**config.mk**
```make
export PLATFORM = sky130hd
export DESIGN_NAME = proximity_crosstalk_calibrator_top
export DESIGN_NICKNAME = d
export VERILOG_FILES = /design/src/ptc_pkg.sv /design/src/proximity_crosstalk_calibrator_top.sv /design/src/ptc_in_reg.sv /design/src/ptc_pi_step.sv
export SDC_FILE = /design/constraint.sdc
export NUM_CORES = 1
export LEC_CHECK = 0
export CORE_MARGIN = 1.5
export CORE_UTILIZATION = 50
export CTS_CLUSTER_SIZE = 20
export DETAILED_ROUTE_END_ITERATION = 16
export DONT_BUFFER_PORTS = 1
export PLACE_DENSITY = 0.69
export SKIP_LAST_GASP = 1
export SYNTH_ARGS = -nofsm -noshare
export SYNTH_HDL_FRONTEND = slang
export SYNTH_HIERARCHICAL = 1
export SYNTH_SLANG_ARGS = --single-unit
```
**constraint.sdc**
```tcl
create_clock -name i_clk -period 14.4 [get_ports i_clk]
set_input_delay 2.88 -clock i_clk [delete_from_list [all_inputs] [get_ports i_clk]]
set_output_delay 2.88 -clock i_clk [all_outputs]
set_load 0.02 [all_outputs]
```
**src/ptc_pkg.sv**
```systemverilog
package ptc_pkg;

    localparam int SAMPLE_BITS = 10;
    localparam int COUNT_W     = 7;
    localparam int COUNT_MAX   = 127;
    localparam int COUNT_MID   = (COUNT_MAX + 1) / 2;
    localparam int GAIN_W      = 4;
    localparam int GAIN_MAX    = 15;
    localparam int INT_W       = 32;
    localparam int IDX_W       = 4;
    localparam int AVG_DROP    = 2;
    localparam int AVG_LAST    = 10;
    localparam int AVG_SHIFT   = 3;
    localparam int SUM_W       = 13;
    localparam int OFFSET_W    = 11;
    localparam int OFFSET_ADD  = 20;
    localparam int PI_SHIFT_A  = 6;
    localparam int PI_SHIFT_B  = 8;
    localparam int NEXT_W      = 28;
    localparam int IN_TDATA_W  = 16;
    localparam int OUT_TDATA_W = 24;
    localparam int STATUS_W    = 3;

    // command kinds on the input side
    localparam logic KIND_START  = 1'b0;
    localparam logic KIND_SAMPLE = 1'b1;

    // configuration register indexes
    localparam logic CFG_TARGET = 1'b0;
    localparam logic CFG_FULL   = 1'b1;

    typedef enum logic [1:0] {
        PH_IDLE   = 2'd0,
        PH_SEARCH = 2'd1,
        PH_AVG    = 2'd2,
        PH_DONE   = 2'd3
    } t_phase;

    typedef enum logic [STATUS_W-1:0] {
        ST_STARTED = 3'd0,
        ST_IGNORED = 3'd1,
        ST_STEP    = 3'd2,
        ST_FOUND   = 3'd3,
        ST_AVG     = 3'd4,
        ST_DONE    = 3'd5
    } t_status;

    typedef struct packed {
        logic                   kind;
        logic [SAMPLE_BITS-1:0] sample;
    } t_item;

    typedef struct packed {
        logic signed [INT_W-1:0] integral;
        logic [COUNT_W-1:0]      count;
        logic [GAIN_W-1:0]       gain;
        logic                    top_retry;
    } t_pi_res;

endpackage

```
**src/proximity_crosstalk_calibrator_top.sv**
```systemverilog
// path: an accepted request is held in the input register, then registered into the
//   result register; while a result waits on i_m_tready, both registers hold
// throughput: one request per cycle unless held; the whole search or averaging step of an
//   item is one pass of adders and compares between the input and result registers
// reset (i_rst_n low at a clock edge): both stages empty, phase idle, target 100,
//   full range 1023, fine count 0, fine gain 1, integral and averager cleared
module proximity_crosstalk_calibrator_top (
    input  logic                                i_clk,
    input  logic                                i_rst_n,
    // input request stream
    input  logic                                i_s_tvalid,
    output logic                                o_s_tready,
    input  logic [ptc_pkg::IN_TDATA_W-1:0]      i_s_tdata,   // [9:0] sample, [15:10] zero
    input  logic [0:0]                          i_s_tuser,   // [0] kind
    // result stream
    output logic                                o_m_tvalid,
    input  logic                                i_m_tready,
    output logic [ptc_pkg::OUT_TDATA_W-1:0]     o_m_tdata,   // [6:0] fine_count,
                                                             // [10:7] fine_gain,
                                                             // [21:11] offset_value,
                                                             // [23:22] zero
    output logic [ptc_pkg::STATUS_W-1:0]        o_m_tuser,   // [2:0] status
    // configuration writes
    input  logic                                i_cfg_valid,
    output logic                                o_cfg_ready,
    input  logic                                i_cfg_index,
    input  logic [ptc_pkg::SAMPLE_BITS-1:0]     i_cfg_data
);
    import ptc_pkg::*;

    // configuration
    logic [SAMPLE_BITS-1:0] r_target;
    logic [SAMPLE_BITS-1:0] r_full;

    // calibration state
    t_phase                  r_phase, n_phase;
    logic                    r_first_pending, n_first_pending;
    logic                    r_top_retry, n_top_retry;
    logic                    r_pi_mode, n_pi_mode;
    logic [COUNT_W-1:0]      r_count, n_count;
    logic [GAIN_W-1:0]       r_gain, n_gain;
    logic [COUNT_W-1:0]      r_low, n_low;
    logic [COUNT_W-1:0]      r_high, n_high;
    logic signed [INT_W-1:0] r_integral, n_integral;
    logic [IDX_W-1:0]        r_avg_idx, n_avg_idx;
    logic [SUM_W-1:0]        r_sum, n_sum;

    // result register (count and gain come straight from the state)
    logic                    r_out_valid;
    t_status                 r_status, n_status;
    logic [OFFSET_W-1:0]     r_offset, n_offset;

    // input stage
    logic  w_in_valid;
    t_item w_item;
    logic  w_take;
    logic  w_adv;

    assign w_take = !r_out_valid || i_m_tready;
    assign w_adv  = w_in_valid && w_take;

    ptc_in_reg u_in_reg (
        .i_clk      (i_clk),
        .i_rst_n    (i_rst_n),
        .i_s_tvalid (i_s_tvalid),
        .o_s_tready (o_s_tready),
        .i_s_tdata  (i_s_tdata),
        .i_s_tuser  (i_s_tuser),
        .i_take     (w_take),
        .o_valid    (w_in_valid),
        .o_item     (w_item)
    );

    // PI update of the fine count and gain
    t_pi_res w_pi;

    ptc_pi_step u_pi_step (
        .i_sample   (w_item.sample),
        .i_target   (r_target),
        .i_count    (r_count),
        .i_gain     (r_gain),
        .i_integral (r_integral),
        .o_res      (w_pi)
    );

    // search decode
    logic                 w_start;
    logic                 w_zero;
    logic                 w_le;
    logic                 w_cnt_nz;
    logic                 w_try_done;
    logic                 w_hit;
    logic                 w_finish;
    logic                 w_step;
    logic                 w_new_high;
    logic                 w_use_pi;
    logic [COUNT_W-1:0]   w_low_eff;
    logic [COUNT_W-1:0]   w_high_eff;
    logic [COUNT_W:0]     w_inc;
    logic [COUNT_W:0]     w_mid_sum;
    logic [COUNT_W-1:0]   w_bis_next;

    assign w_start    = (w_item.kind == KIND_START);
    assign w_zero     = (w_item.sample == '0);
    assign w_le       = (w_item.sample <= r_target);
    assign w_cnt_nz   = (r_count != '0);
    // a pending last try ends the search on any nonzero reading
    assign w_try_done = r_top_retry && !w_zero;
    assign w_hit      = w_cnt_nz ? (!w_zero && (w_le || r_count == r_low || r_count == r_high))
                                 : w_le;
    assign w_finish   = !r_first_pending && (w_try_done || w_hit);
    assign w_step     = !r_first_pending && !w_finish;
    // a zero reading with a nonzero count switches to bisection
    assign w_new_high = w_cnt_nz && w_zero;
    assign w_use_pi   = r_pi_mode && !w_new_high;

    assign w_low_eff  = !w_le ? r_count : r_low;
    assign w_high_eff = w_new_high ? r_count : r_high;
    assign w_inc      = {1'b0, r_count} + (COUNT_W+1)'(1);
    assign w_mid_sum  = {1'b0, w_low_eff} + {1'b0, w_high_eff};

    always_comb begin
        if (w_item.sample < r_full && !w_le) begin
            if (w_inc > (COUNT_W+1)'(COUNT_MAX)) begin
                w_bis_next = COUNT_W'(COUNT_MAX);
            end else begin
                w_bis_next = w_inc[COUNT_W-1:0];
            end
        end else begin
            w_bis_next = w_mid_sum[COUNT_W:1];
        end
    end

    // averaging decode: two readings dropped, eight summed
    logic [IDX_W-1:0]    w_idx_inc;
    logic [SUM_W-1:0]    w_sum_add;
    logic                w_avg_done;
    logic [OFFSET_W-1:0] w_avg_offset;

    assign w_idx_inc    = r_avg_idx + IDX_W'(1);
    assign w_sum_add    = (r_avg_idx >= IDX_W'(AVG_DROP))
                        ? r_sum + SUM_W'(w_item.sample) : r_sum;
    assign w_avg_done   = (w_idx_inc >= IDX_W'(AVG_LAST));
    assign w_avg_offset = OFFSET_W'(w_sum_add >> AVG_SHIFT) + OFFSET_W'(OFFSET_ADD);

    // phase sequencing
    always_comb begin
        n_phase = r_phase;
        if (w_adv) begin
            if (w_start) begin
                n_phase = PH_SEARCH;
            end else begin
                unique case (r_phase)
                    PH_SEARCH: if (w_finish)   n_phase = PH_AVG;
                    PH_AVG:    if (w_avg_done) n_phase = PH_DONE;
                    default:   n_phase = r_phase;
                endcase
            end
        end
    end

    // datapath and result
    always_comb begin
        n_first_pending = r_first_pending;
        n_top_retry     = r_top_retry;
        n_pi_mode       = r_pi_mode;
        n_count         = r_count;
        n_gain          = r_gain;
        n_low           = r_low;
        n_high          = r_high;
        n_integral      = r_integral;
        n_avg_idx       = r_avg_idx;
        n_sum           = r_sum;
        n_status        = r_status;
        n_offset        = r_offset;
        if (w_adv) begin
            n_offset = '0;
            n_status = ST_IGNORED;
            if (w_start) begin
                n_first_pending = 1'b1;
                n_top_retry     = 1'b0;
                n_pi_mode       = 1'b1;
                n_count         = '0;
                n_gain          = GAIN_W'(1);
                n_low           = '0;
                n_high          = COUNT_W'(COUNT_MAX);
                n_integral      = '0;
                n_avg_idx       = '0;
                n_sum           = '0;
                n_status        = ST_STARTED;
            end else begin
                unique case (r_phase)
                    PH_SEARCH: begin
                        if (r_first_pending) begin
                            // first reading after a start is thrown away
                            n_first_pending = 1'b0;
                        end else if (w_finish) begin
                            if (!w_try_done) n_top_retry = 1'b0;
                            n_avg_idx = '0;
                            n_sum     = '0;
                            n_status  = ST_FOUND;
                        end else begin
                            n_status = ST_STEP;
                            n_high   = w_high_eff;
                            if (w_use_pi) begin
                                n_integral  = w_pi.integral;
                                n_count     = w_pi.count;
                                n_gain      = w_pi.gain;
                                n_top_retry = w_pi.top_retry;
                            end else begin
                                n_pi_mode   = 1'b0;
                                n_low       = w_low_eff;
                                n_count     = w_bis_next;
                                n_top_retry = 1'b0;
                            end
                        end
                    end
                    PH_AVG: begin
                        n_sum     = w_sum_add;
                        n_avg_idx = w_idx_inc;
                        if (w_avg_done) begin
                            n_offset = w_avg_offset;
                            n_status = ST_DONE;
                        end else begin
                            n_status = ST_AVG;
                        end
                    end
                    default: n_status = ST_IGNORED;
                endcase
            end
        end
    end

    always_ff @(posedge i_clk) begin
        if (!i_rst_n) begin
            r_phase         <= PH_IDLE;
            r_first_pending <= 1'b1;
            r_top_retry     <= 1'b0;
            r_pi_mode       <= 1'b1;
            r_count         <= '0;
            r_gain          <= GAIN_W'(1);
            r_low           <= '0;
            r_high          <= COUNT_W'(COUNT_MAX);
            r_integral      <= '0;
            r_avg_idx       <= '0;
            r_sum           <= '0;
            r_out_valid     <= 1'b0;
        end else begin
            r_phase         <= n_phase;
            r_first_pending <= n_first_pending;
            r_top_retry     <= n_top_retry;
            r_pi_mode       <= n_pi_mode;
            r_count         <= n_count;
            r_gain          <= n_gain;
            r_low           <= n_low;
            r_high          <= n_high;
            r_integral      <= n_integral;
            r_avg_idx       <= n_avg_idx;
            r_sum           <= n_sum;
            if (w_take) r_out_valid <= w_in_valid;
        end
    end

    // result payload, no reset needed
    always_ff @(posedge i_clk) begin
        r_status <= n_status;
        r_offset <= n_offset;
    end

    // configuration registers, always ready
    assign o_cfg_ready = 1'b1;

    always_ff @(posedge i_clk) begin
        if (!i_rst_n) begin
            r_target <= SAMPLE_BITS'(100);
            r_full   <= SAMPLE_BITS'(1023);
        end else if (i_cfg_valid) begin
            unique case (i_cfg_index)
                CFG_TARGET: r_target <= i_cfg_data;
                CFG_FULL:   r_full   <= i_cfg_data;
                default:    r_target <= r_target;
            endcase
        end
    end

    assign o_m_tvalid = r_out_valid;
    assign o_m_tuser  = r_status;
    assign o_m_tdata  = {(OUT_TDATA_W - OFFSET_W - GAIN_W - COUNT_W)'(0),
                         r_offset, r_gain, r_count};

    // gain never leaves 1..15
    a_gain_range: assert property (@(posedge i_clk) disable iff (!i_rst_n)
        r_gain != '0)
        else $error("fine gain dropped to zero");

    // only a done result carries an offset, and it includes the fixed add
    a_offset_done: assert property (@(posedge i_clk) disable iff (!i_rst_n)
        (o_m_tvalid && r_status == ST_DONE) |-> r_offset >= OFFSET_W'(OFFSET_ADD))
        else $error("done offset below fixed add");

    a_offset_zero: assert property (@(posedge i_clk) disable iff (!i_rst_n)
        (o_m_tvalid && r_status != ST_DONE) |-> r_offset == '0)
        else $error("offset set on a result that is not done");

    // a start always lands in a fresh search
    a_start_clears: assert property (@(posedge i_clk) disable iff (!i_rst_n)
        (w_adv && w_start) |=> (r_phase == PH_SEARCH && r_count == '0 && r_first_pending))
        else $error("start did not restart the search");

    a_avg_index: assert property (@(posedge i_clk) disable iff (!i_rst_n)
        (r_phase == PH_AVG) |-> r_avg_idx < IDX_W'(AVG_LAST))
        else $error("averaging ran past its last reading");

endmodule

```
**src/ptc_in_reg.sv**
```systemverilog
module ptc_in_reg (
    input  logic                                i_clk,
    input  logic                                i_rst_n,
    input  logic                                i_s_tvalid,
    output logic                                o_s_tready,
    input  logic [ptc_pkg::IN_TDATA_W-1:0]      i_s_tdata,   // [9:0] sample
    input  logic [0:0]                          i_s_tuser,   // [0] kind
    input  logic                                i_take,
    output logic                                o_valid,
    output ptc_pkg::t_item                      o_item
);
    import ptc_pkg::*;

    logic  r_valid;
    t_item r_item;

    assign o_s_tready = !r_valid || i_take;
    assign o_valid    = r_valid;
    assign o_item     = r_item;

    always_ff @(posedge i_clk) begin
        if (!i_rst_n) begin
            r_valid <= 1'b0;
        end else if (o_s_tready) begin
            r_valid <= i_s_tvalid;
        end
    end

    always_ff @(posedge i_clk) begin
        if (o_s_tready && i_s_tvalid) begin
            r_item.kind   <= i_s_tuser[0];
            r_item.sample <= i_s_tdata[SAMPLE_BITS-1:0];
        end
    end

endmodule

```
**src/ptc_pi_step.sv**
```systemverilog
module ptc_pi_step (
    input  logic [ptc_pkg::SAMPLE_BITS-1:0]   i_sample,
    input  logic [ptc_pkg::SAMPLE_BITS-1:0]   i_target,
    input  logic [ptc_pkg::COUNT_W-1:0]       i_count,
    input  logic [ptc_pkg::GAIN_W-1:0]        i_gain,
    input  logic signed [ptc_pkg::INT_W-1:0]  i_integral,
    output ptc_pkg::t_pi_res                  o_res
);
    import ptc_pkg::*;

    logic signed [SAMPLE_BITS:0]   dp;
    logic signed [INT_W:0]         di_wide;
    logic signed [INT_W-1:0]       di;
    logic signed [NEXT_W-1:0]      next_raw;
    logic signed [SAMPLE_BITS+2:0] dp_x;
    logic signed [SAMPLE_BITS+2:0] tgt_x2;
    logic signed [SAMPLE_BITS+1:0] dp_y;
    logic signed [SAMPLE_BITS+1:0] tgt_y;
    logic [GAIN_W:0]               g;

    assign dp      = $signed({1'b0, i_sample}) - $signed({1'b0, i_target});
    assign di_wide = $signed({i_integral[INT_W-1], i_integral}) + (INT_W+1)'(dp);

    // saturate to the signed 32-bit range
    always_comb begin
        if (di_wide[INT_W] != di_wide[INT_W-1]) begin
            di = di_wide[INT_W] ? {1'b1, {(INT_W-1){1'b0}}} : {1'b0, {(INT_W-1){1'b1}}};
        end else begin
            di = di_wide[INT_W-1:0];
        end
    end

    assign next_raw = $signed(NEXT_W'({1'b0, i_count}))
                    + NEXT_W'(dp >>> PI_SHIFT_A)
                    + NEXT_W'(di >>> PI_SHIFT_A)
                    + NEXT_W'(di >>> PI_SHIFT_B)
                    + (dp[SAMPLE_BITS] ? -NEXT_W'(1) : NEXT_W'(1));

    assign dp_x   = (SAMPLE_BITS+3)'(dp);
    assign tgt_x2 = $signed({2'b00, i_target, 1'b0});
    assign dp_y   = (SAMPLE_BITS+2)'(dp);
    assign tgt_y  = $signed({2'b00, i_target});

    // gain step: doubled on a large error, else plus two or plus one
    always_comb begin
        if (dp_x > tgt_x2) begin
            g = {i_gain, 1'b0};
        end else if (dp_y > tgt_y) begin
            g = {1'b0, i_gain} + (GAIN_W+1)'(2);
        end else begin
            g = {1'b0, i_gain} + (GAIN_W+1)'(1);
        end
    end

    always_comb begin
        o_res.integral  = di;
        o_res.gain      = i_gain;
        o_res.top_retry = 1'b0;
        if (next_raw > $signed(NEXT_W'(COUNT_MAX))) begin
            if (i_gain == GAIN_W'(GAIN_MAX)) begin
                o_res.top_retry = 1'b1;
                o_res.count     = COUNT_W'(COUNT_MAX);
            end else begin
                if (g == '0) begin
                    o_res.gain = GAIN_W'(1);
                end else if (g > (GAIN_W+1)'(GAIN_MAX)) begin
                    o_res.gain = GAIN_W'(GAIN_MAX);
                end else begin
                    o_res.gain = g[GAIN_W-1:0];
                end
                o_res.count = COUNT_W'(COUNT_MID);
            end
        end else if (next_raw[NEXT_W-1]) begin
            o_res.count = '0;
        end else begin
            o_res.count = next_raw[COUNT_W-1:0];
        end
    end

endmodule

```
### Yosys cells after proc, flatten, opt, wreduce, memory -nomap -nowiden

Cells that the tools add are included.

* reduce and logical (&&, ||, !) cells: 34
* muxes and demuxes: 72
* $lt $le $gt $ge: 9
* equal/unequal tests: 19
* bitwise gates (word level): 1
* add/subtract/negate cells: 13

Operator list (number)
* 32-bit 2-to-1 mux: 7
* 7-bit 2-to-1 mux: 20
* 13-bit 2-to-1 mux: 4
* 4-bit 2-to-1 mux: 11
* 32-bit by 11-bit adder with 33-bit output: 1
* 28-bit by 24-bit adder with 28-bit output: 1
* 28-bit adder: 1
* 28-bit by 8-bit greater-than comparator with 1-bit output, second input constant: 1
* 28-bit 2-to-1 mux: 1
* 9-bit by 26-bit adder with 27-bit output: 1
* 13-bit one-hot mux with 2 select lines: 1
* 3-bit != test, second input constant: 6
* 1-bit 2-to-1 mux: 17
* 4-bit AND reduction: 4
* 5-bit 2-to-1 mux: 3
* 5-bit AND reduction: 3
* 7-bit == test: 2
* 13-bit by 10-bit adder with 13-bit output: 1
* 11-bit by 12-bit greater-than comparator with 1-bit output: 1
* 2-bit != test, second input constant: 6
* 10-bit by 5-bit adder with 11-bit output, second input constant: 1
* 11-bit greater-than comparator: 1
* 10-bit by 10-bit subtractor with 11-bit output: 1
* 10-bit less-or-equal comparator: 1
* other kinds (31): 52

* input bits: 33
* output and inout bits: 30
* register bits: 126
* logic and storage cells: 168

### Depth between registers and ports, before layout

* word-level depth: 14
* gate-level depth with buffers: 44
* gate-level depth less buffers: 43

### Hierarchy

The synthesis kept the hierarchy.

By module, submodules not included
* proximity_crosstalk_calibrator_top: sequential area each 2422.3 µm², instances 1, area each 6363.6 µm², cells an instance 720
* ptc_pi_step: sequential area each 0.0 µm², instances 1, area each 6145.9 µm², cells an instance 783
* ptc_in_reg: sequential area each 350.3 µm², instances 1, area each 387.9 µm², cells an instance 16

### Worst setup path after synthesis

No wires, ideal clock.

* kind: register to register
* start point: register u_in_reg.r_item, in the netlist u_in_reg/o_item[0]
* end point: register r_count[0]
* cell stages (with the launch flop): 41
* clock period less this slack: 10.488 ns
* arrival time: 10.372 ns
* setup time: 0.116 ns
* path slack: 3.912 ns
* path buffers: 2
* required time: 14.284 ns
* cells stage by stage: edfxtp_1 -> inv_1 -> ha_1 -> inv_1 -> fa_1 -> a21o_1 -> a2111oi_1 -> a21oi_1 -> a31o_2 -> inv_1 -> ha_1 -> a21o_1 -> a21o_1 -> a2111oi_2 -> o31ai_1 -> a21oi_1 -> a21bo_2 -> a221oi_2 -> (+5 left out) -> inv_1 -> fa_1 -> inv_1 -> ha_1 -> fa_1 -> a211oi_2 -> o211ai_1 -> nand2_1 -> xnor2_1 -> or4_1 -> nor4_2 -> nand4_1 -> nor4_2 -> buf_6 -> mux2i_1 -> nor2_1 -> mux2_2 -> a41o_1

RTL lines
* from (decl): line ptc_in_reg.sv:15 `t_item r_item;`
* to (signal assigned): line proximity_crosstalk_calibrator_top.sv:253 `r_count <= n_count;`
* to (decl): line proximity_crosstalk_calibrator_top.sv:40 `logic [COUNT_W-1:0] r_count, n_count;`

==> impl_metrics.toml <==
[run_status]
status = "finished clean"

[global_routing]
antenna_found_initial = 0
grt_pass1_wl_mm = 51.7
grt_max_degree = 48
grt_util_all_layers = 0.239
grt_pass1_vias = 10600
overflow = 0

[synthesis]
ys_seq_elements = 126
syn_avg_cell_area_sq_um = 8.49
ys_warn_count = 6
synth_flop_cell = "dfxtp_1"
synth_cell_types = 93
synth-edff-count = 25
async_flop_share = 0
synth_area_sq_um = 12900
syn_inst = 1519
yosysSeqAreaShare = 0.215

[cells_and_area]
n_antenna_cell = 0
final_cells = 1830
layout-drive-gt1-share = 0.0627
area_growth_pct = 5.86
final_nets = 1735

[setup_path]
slowest_delay_ns = 0.86
rrSetupSlack_ns = 2.19
critPathRequiredTime_ns = 14.72
cp_max_fo = 25
rr_worst_depth = 39
arrival_ns = 12.54
startpoint = "u_in_reg/o_item[0]"
crit_path_top_delay_cell = "nand2_1"
r2r-end = "r_count[0]"
crit_top_cell = "inv_1"
crit_path_end_kind = "flop"
r2r_start = "u_in_reg/o_item[0]"
crit_path_start_kind = "flop"
worstSetupPathType = "flop to flop"

[cts]
ctsResizeCount = 0
cts_buffers = 17
cts.sinks = 126
htreeDepth = 4
root_buffer = "clkbuf_16"
clockBufferDepth = 2
hold_buffers = 0
clk_pin_slew_ns = 0.07
clk_latency_ns = 0.44
post_cts_buffers = 0
cts_tree = "done"

[power]
p_sw_frac = 0.479
seq_power_share = 0.167
leakage_nw = 6.04
intPower_mw = 1.18
vdd_drop_max_uv = 129
clkPwrFrac = 0.187
p_sw_mw = 1.09
p_per_area_nw_per_um2 = 166
combPwrFrac = 0.646

[worst_hold_path]
min_to = "r_sum[12]"
hp-class = "flop to flop"
min_from = "r_sum[12]"
holdPathStages = 2

[timing]
fmax_mhz = 81.9
finalHoldViolCount = 0
period_share = 0.848
worstMarginPinSlew_ns = 1.05
fin_setup_tns_ns = 0
finalMaxSlewViolations = 0
worst_clock_skew_ns = 0.0139
rsz0062_at_grt = "no"
relSlewSlack = 0.300
setup_violations = 0
post-route-min-period_ns = 12.21

[placed_design]
place.gp.congestion = 0.908
place_inst = 1798
hpwlAfterDp_mm = 23.5
numPortBuffers = 0

[flow_run]
cap_viol_max_count = 0

[drt]
drc = 0
ant_nets = 0
drt_iter0_drc = 694
wl_per_cell_um = 16.9
wl_mm = 31.0
num_vias = 11000
routed_via_density = 5.99
drt_pass1_iterations = 5

[die]
coreArea_sq_um = 25300
initial_utilization = 0.511
dieArea_sq_um = 26800
die_w_um = 164
fp-row-count = 58
die_y_um = 164
io_pins = 63
-- how the worst max path moves through the flow --
| stage | endpoint | slack [ns] |
|---|---|---|
| final | r_count[0] | 2.19 |
| after global routing | r_count[0] | 1.47 |
| after global placement | r_count[0] | 2.33 |
| after floorplan | r_count[0] | 3.91 |
| after CTS | r_count[0] | 2.20 |
| after detailed placement | r_count[0] | 2.26 |
-- placed cells by master (no fill, tap or decap), drive strengths merged, types with 43 or more instances in the layout --
| master | n |
|---|---|
| dfxtp | 101 |
| a21oi | 114 |
| nor2 | 91 |
| a22o | 43 |
| nand2 | 135 |
| ha | 177 |
| o21ai | 90 |
| xnor2 | 53 |
| inv | 121 |
| a21o | 46 |
-- kinds of logic after synthesis --
group,Yosys count,synth area share
other cells,2,0.000582
simple gates,407,0.155
buf+inv,173,0.0564
flops,126,0.215
mux,30,0.0248
compound gates,475,0.255
fa+ha+maj,221,0.235
xor+xnor,85,0.0577
-- power by group through the flow --
stage	clock network (mW)	logic [mW]	registers, mW
final	0.423	1.47	0.378
after global routing	0.442	1.65	0.379
after CTS	0.427	1.46	0.378
after detailed placement	0	1.45	0.386
after global placement	0	1.43	0.386
after floorplan	0	1.17	0.382
-- layout make-up --
type | instances | area, sq um
timing repair buffer | 10 | 75.1
fill | 2331 | 11600
sequential | 126 | 2770
multi-input combinational | 1221 | 9410
clock buffer | 17 | 425
tap | 330 | 413
inverter | 111 | 417
clock inverter | 15 | 143
-- critical path: cells and delay by family, from the launching register on --
kind                     cells  cell delay, ns
flip-flops                   1            0.56
buffers and inverters        6            1.29
adder cells (fa/ha/maj)      7            2.81
multiplexers                 2            0.46
AND/OR/NAND/NOR              7            2.31
AO/OA/AOI/OAI               17            4.62
-- routing by layer --
layer,global-route usage,part of all wire,vias up,wire length [um]
li1,-,-,5490,-
met1,0.311,0.47,5193,14600
met2,0.407,0.47,245,14600
met3,0.0345,0.044,32,1360
met4,0.0694,0.017,0,514
met5,0,0,-,0
-- flip-flops by register name (all words and copies together) (netlist names) --
signal,cells
o_m_tuser,3
o_m_tvalid,1
r_avg_idx,4
r_count,7
r_first_pending,1
r_full,10
r_gain,4
r_high,7
r_integral,32
r_low,7
r_offset,11
r_phase,2
r_pi_mode,1
r_sum,13
r_target,10
r_top_retry,1
u_in_reg/o_item,11
u_in_reg/o_valid,1
-- synthesized netlist by cell type, types with 14 or more instances --
master,n,share of area
a211oi_1,16,0.0093
a21boi_0,24,0.014
a21o_1,45,0.026
a21oi_1,111,0.043
a22o_1,43,0.029
and3_1,17,0.0082
buf_2,20,0.0078
clkbuf_1,33,0.0096
dfxtp_1,101,0.16
edfxtp_1,25,0.058
fa_1,38,0.059
ha_1,177,0.17
inv_1,110,0.032
mux2i_1,14,0.011
nand2_1,134,0.039
nand2b_1,14,0.0068
nand3_1,32,0.012
nand4_1,22,0.011
nor2_1,90,0.026
nor3_1,21,0.0081
o211ai_1,18,0.010
o21a_1,16,0.0093
o21ai_0,77,0.030
xnor2_1,53,0.036
xor2_1,32,0.022
-- stage by stage --
| step | total power, mW | util | cell area [sq um] | hold WS [ns] | setup WS [ns] |
|---|---|---|---|---|---|
| 2_1_floorplan | 1.55 | - | 12900 | 0.443 | 3.91 |
| 3_3_place_gp | 1.81 | 0.518 | 13100 | 0.451 | 2.33 |
| 3_5_place_dp | 1.84 | 0.518 | 13100 | 0.463 | 2.26 |
| 4_1_cts | 2.26 | 0.541 | 13700 | 0.472 | 2.20 |
| 5_1_grt | 2.47 | 0.541 | 13700 | 0.498 | 1.47 |
| 6_report | 2.27 | 0.541 | 13700 | 0.481 | 2.19 |
No activity file was read; power rests on OpenSTA's default activity.
